==> config.mk <==
export PLATFORM = sky130hd
export DESIGN_NAME = lss_isqrt_pipe
export DESIGN_NICKNAME = d
export VERILOG_FILES = /design/src/hdl/assert_macros.svh /design/src/hdl/lss_isqrt_pipe.sv
export SDC_FILE = /design/constraint.sdc
export NUM_CORES = 2
export LEC_CHECK = 0
export BUFFER_PORTS_ARGS = -buffer_cell sky130_fd_sc_hd__clkbuf_2
export CAP_MARGIN = 20
export CORE_MARGIN = 3
export CORE_UTILIZATION = 45
export CTS_CLUSTER_SIZE = 40
export DETAILED_ROUTE_END_ITERATION = 10
export GPL_TIMING_DRIVEN = 0
export MAX_ROUTING_LAYER = met4
export PLACE_DENSITY = 0.57
export RECOVER_POWER = 100
export SYNTH_ARGS = -nofsm -noshare
export SYNTH_HDL_FRONTEND = slang
export SYNTH_SLANG_ARGS = --single-unit
==> constraint.sdc <==
create_clock -name clk -period 4.1 [get_ports clk]
set_clock_uncertainty 0.2 [all_clocks]
set_input_delay 0.615 -clock clk [delete_from_list [all_inputs] [get_ports clk]]
set_output_delay 0.615 -clock clk [all_outputs]
set_load 0.005 [all_outputs]
==> src/hdl/assert_macros.svh <==
// ----------------------------------------------------------------------------
// Assertion macros
// Shared concurrent assertion forms, clocked on clk and disabled in reset.
// ----------------------------------------------------------------------------
`ifndef ASSERT_MACROS_SVH
`define ASSERT_MACROS_SVH

// same-cycle implication
`define ASSERT_IMP(label, ante, cons) \
    label: assert property (@(posedge clk) disable iff (!rst_n) (ante) |-> (cons)) \
        else $error("assertion failed");

// next-cycle implication
`define ASSERT_NXT(label, ante, cons) \
    label: assert property (@(posedge clk) disable iff (!rst_n) (ante) |=> (cons)) \
        else $error("assertion failed");

`endif

==> src/hdl/lss_isqrt_pipe.sv <==
// ----------------------------------------------------------------------------
// Pipelined integer square root
// One root bit per stage, remainder form, with a sideband carried alongside.
// ----------------------------------------------------------------------------
`default_nettype none

module lss_isqrt_pipe #(
    parameter int XW = 42,
    parameter int SW = 1
) (
    input  wire logic                    clk,
    input  wire logic                    rst_n,
    input  wire logic                    en,
    input  wire logic                    in_valid,
    input  wire logic [XW-1:0]           in_x,
    input  wire logic [SW-1:0]           in_side,
    output logic                         out_valid,
    output logic [(XW+1)/2-1:0]          out_root,
    output logic [SW-1:0]                out_side
);

    localparam int RW = (XW + 1) / 2;

    logic          vld_reg  [RW];
    logic [XW-1:0] rem_reg  [RW];
    logic [RW-1:0] root_reg [RW];
    logic [SW-1:0] side_reg [RW];

    for (genvar j = 0; j < RW; j++) begin : g_stage
        localparam int K = RW - 1 - j;
        logic          vld_in;
        logic [XW-1:0] rem_in;
        logic [RW-1:0] root_in;
        logic [SW-1:0] side_in;
        logic [RW:0]   trial;
        logic [XW-1:0] rem_next;
        logic [RW-1:0] root_next;

        if (j == 0) begin : g_first
            assign vld_in  = in_valid;
            assign rem_in  = in_x;
            assign root_in = '0;
            assign side_in = in_side;
        end
        else begin : g_chain
            assign vld_in  = vld_reg[j-1];
            assign rem_in  = rem_reg[j-1];
            assign root_in = root_reg[j-1];
            assign side_in = side_reg[j-1];
        end

        always_comb
        begin
            trial     = {root_in, 1'b0} | ((RW+1)'(1) << K);
            rem_next  = rem_in;
            root_next = root_in;
            if ((rem_in >> K) >= XW'(trial))
            begin
                rem_next  = rem_in - (XW'(trial) << K);
                root_next = root_in | (RW'(1) << K);
            end
        end

        always_ff @(posedge clk or negedge rst_n)
        begin
            if (!rst_n)
            begin
                vld_reg[j] <= 1'b0;
            end
            else if (en)
            begin
                vld_reg[j] <= vld_in;
            end
        end

        always_ff @(posedge clk)
        begin
            if (en)
            begin
                rem_reg[j]  <= rem_next;
                root_reg[j] <= root_next;
                side_reg[j] <= side_in;
            end
        end
    end

    assign out_valid = vld_reg[RW-1];
    assign out_root  = root_reg[RW-1];
    assign out_side  = side_reg[RW-1];

endmodule

`default_nettype wire

==> key figures <==
GRT
  • Total track usage: 0.186
  • Vias in the first global route: 29776
  • Initial antenna violation count: 2
  • Largest net degree at the start of global routing: 123
  • Grt total ovfl: 0
  • First-pass GRT wire length: 167000 um

Worst setup path
  • Worst Path Arrival: 4160 ps
  • Worst Path Required: 4330 ps
  • Setup CP Type: flop to flop
  • Crit start category: flop
  • WP buf/inv: 2
  • Max stage delay cell, worst path: nor4_1
  • Crit. End Element: flop
  • Worst path cell trace: ha_1 > a211oi_1 > nor2_1 > nor4_1 > nor3_2 > nor3_2 > buf_2 > buf_2 > o21ai_0
  • Max FO, Critical Path: 10
  • CP delay by family, top: simple AND/OR/NAND/NOR gates
  • Max incr delay on CP: 680 ps

Placement
  • Dpl cell area: 54100 um^2
  • Gpl congestion: 0.868
  • Dpl hpwl: 77700 um
  • Cells after DPL: 5522
  • Port Buffer Count: 69

Clocking
  • H-tree Lvls: 3
  • CTS tree: built
  • Inserted Clock Buffers: 118
  • CTS Sinks: 1113
  • Clk_lat worst skew: 710 ps
  • Root Driver: clkbuf_16
  • Worst-path clk slew: 60 ps
  • Longest Clk Path Bufs: 3

Logic synthesis
  • Post-synthesis net count: 4228
  • Total of warnings raised by yosys: 0
  • Cell Area, Synth: 51600 um^2
  • Post-synth cell types: 83
  • Synth Register Bits: 1113
  • Asr flop ratio synth: 0.0189
  • Syn Inst Count: 3943
  • Number of synthesized flops with an enable pin: 1092
  • Synth Flop Type: edfxtp_1
  • Sequential fraction of the synthesis area: 0.645
  • Mean Syn Cell Area: 13.1 um^2

Power and ir drop
  • PwrDens: 535 nW/um^2
  • Overall power: 31.3 mW
  • Leak pwr: 21.8 nW
  • Peak supply drop: 467 uV

Floorplan
  • Die ar.: 119000 um^2
  • Initial core utilization: 0.457
  • Die Wd: 345 um
  • I/O pin total: 70
  • Die height: 345 um
  • Site Rows: 123
  • Core Area: 113000 um^2

STA
  • RSZ-0062 raised after global routing: false
  • Max Clk Rate: 255 MHz
  • Slew HR: -0.597
  • Fin crit share: 0.957
  • Final setup violation count: 0
  • Min cycle time layout: 3930 ps
  • Fin. max-slew vios: 295
  • Worst-Margin Slew: 2400 ps
  • Hold Fails Final Rpt: 0
  • Hold WS: 180 ps

Drt
  • DRT antenna net count: 0
  • DRC viols: 0
  • DR vias: 30787
  • DRT iter0 DRCs: 2246
  • Router iterations before antenna repair: 7
  • Drt wl/cell: 18.4 um
  • Routed vias/inst: 5.32
  • Wirelength, routed: 107000 um

Layout
  • Synth-to-Final Area Change: 13.2%
  • Share of layout cells above drive strength 1: 0.0783
  • Final Instance Area: 58400 um^2
  • Final non-filler cell total: 5789
  • Fin nets: 4476
  • Inserted Diodes: 0
  • Max reg flops: 840

Outcome
  • Status: complete, but fails checks
  • Failing checks: capacitance limit, slew limit

Min path
  • Worst min-delay path class: input port to flop

Job
  • Max-cap violation count: 3
[metrics by stage]
stage | setup TNS, ps | util | worst slack (ps)
after floorplan | 0 | - | 892
after detailed placement | -1880 | 0.479 | -230
after global routing | 0 | 0.517 | 16.5
final | 0 | 0.517 | 175
after CTS | 0 | 0.518 | 65.3
after global placement | - | 0.476 | -17870
[placed cells by master, fill, tap and decap left out, types with 46 or more instances in the layout]
cell	n
a21oi_1	203
o21ai_0	195
inv_1	291
nor2_1	241
a21o_1	62
nor4_1	86
edfxtp_1	1092
clkbuf_2	50
xor2_1	166
or3_1	57
nand3_1	67
nand2_1	249
ha_1	238
dlygate4sd3_1	46
mux2_2	48
xnor2_1	189
nand2b_1	55
clkbuf_1	94
clkbuf_16	118
nor3_1	109
[layer usage]
layer  track usage  vias to the layer above  share of wire
met2         0.301                      580           0.49
li1              -                    15224              -
met5             -                        -              0
met1         0.247                    14830           0.45
met4        0.0494                        0          0.021
met3        0.0258                      153          0.041
[synthesized netlist by cell type (9+ instances only)]
master | count | area, um^2
nand3b_1 | 14 | 105
nand3_1 | 67 | 335
o21bai_1 | 16 | 120
o211ai_1 | 23 | 173
a21o_1 | 62 | 465
buf_2 | 15 | 75.1
nor2b_1 | 40 | 250
o21ai_0 | 193 | 966
o21a_1 | 44 | 330
mux2_2 | 51 | 574
nand2_1 | 249 | 935
a21boi_0 | 11 | 82.6
and3_1 | 14 | 87.6
nor3_1 | 108 | 541
nor2_1 | 241 | 905
a211oi_1 | 27 | 203
a31oi_1 | 19 | 119
edfxtp_1 | 1092 | 32800
and2_1 | 19 | 119
nor4b_1 | 15 | 131
xor2_1 | 166 | 1450
clkbuf_1 | 47 | 176
xnor2_1 | 189 | 1660
or2_2 | 20 | 125
ha_1 | 238 | 2980
nor4_1 | 86 | 538
a21oi_1 | 203 | 1020
or3_1 | 57 | 357
o31a_1 | 9 | 78.8
nand4b_1 | 18 | 158
nand4_1 | 45 | 282
nand2b_1 | 55 | 344
dfrtp_1 | 21 | 526
inv_1 | 290 | 1090
o31ai_1 | 29 | 218
or4_1 | 20 | 150
[cells by family after synthesis]
kind of cell,share of synthesized area
xor+xnor,0.0602
mux,0.0127
compound gates,0.0848
flops,0.645
simple gates,0.113
fa+ha+maj,0.0577
buf+inv,0.0265
[power by group]
part	switching, mW	internal (mW)
Combinational	2.99	2.22
Sequential	0.961	14.3
Clock	4.46	6.35
Total	8.41	22.9
[final timing paths]
kind / from / to / slack [ps] / cells past startpoint
setup / recovery: rem_reg[17][11]$_DFFE_PP_ / rem_reg[18][22]$_DFFE_PP_ / 170 / 9
min in group asynchronous: rst_n / g_stage[20].vld_in$_DFFE_PN0P_ / 420 / 2
setup reg to reg: rem_reg[17][11]$_DFFE_PP_ / rem_reg[18][22]$_DFFE_PP_ / 170 / 9
hold reg to reg: rem_reg[7][7]$_DFFE_PP_ / rem_reg[8][7]$_DFFE_PP_ / 210 / 0
max in group asynchronous: rst_n / g_stage[5].vld_in$_DFFE_PN0P_ / 2640 / 2
hold / removal: en / rem_reg[1][19]$_DFFE_PP_ / 180 / 1
[area by class of cell]
class	instances	area [um^2]
buffer	67	272
tap	1500	1880
clock buffer	132	3010
sequential	1113	33300
fill	9735	54700
timing repair buffer	128	955
inverter	293	1100
multi-input combinational	2470	16900
clock inverter	86	968
[timing repair]
action	4_1_cts	5_1_grt
setup endpoints to repair	11	39
hold buffers	46	0
gates resized for setup	1	11
hold endpoints to repair	66	0
setup buffers	1	0
pin swaps	1	0
Power figures use the tool's default switching activity.
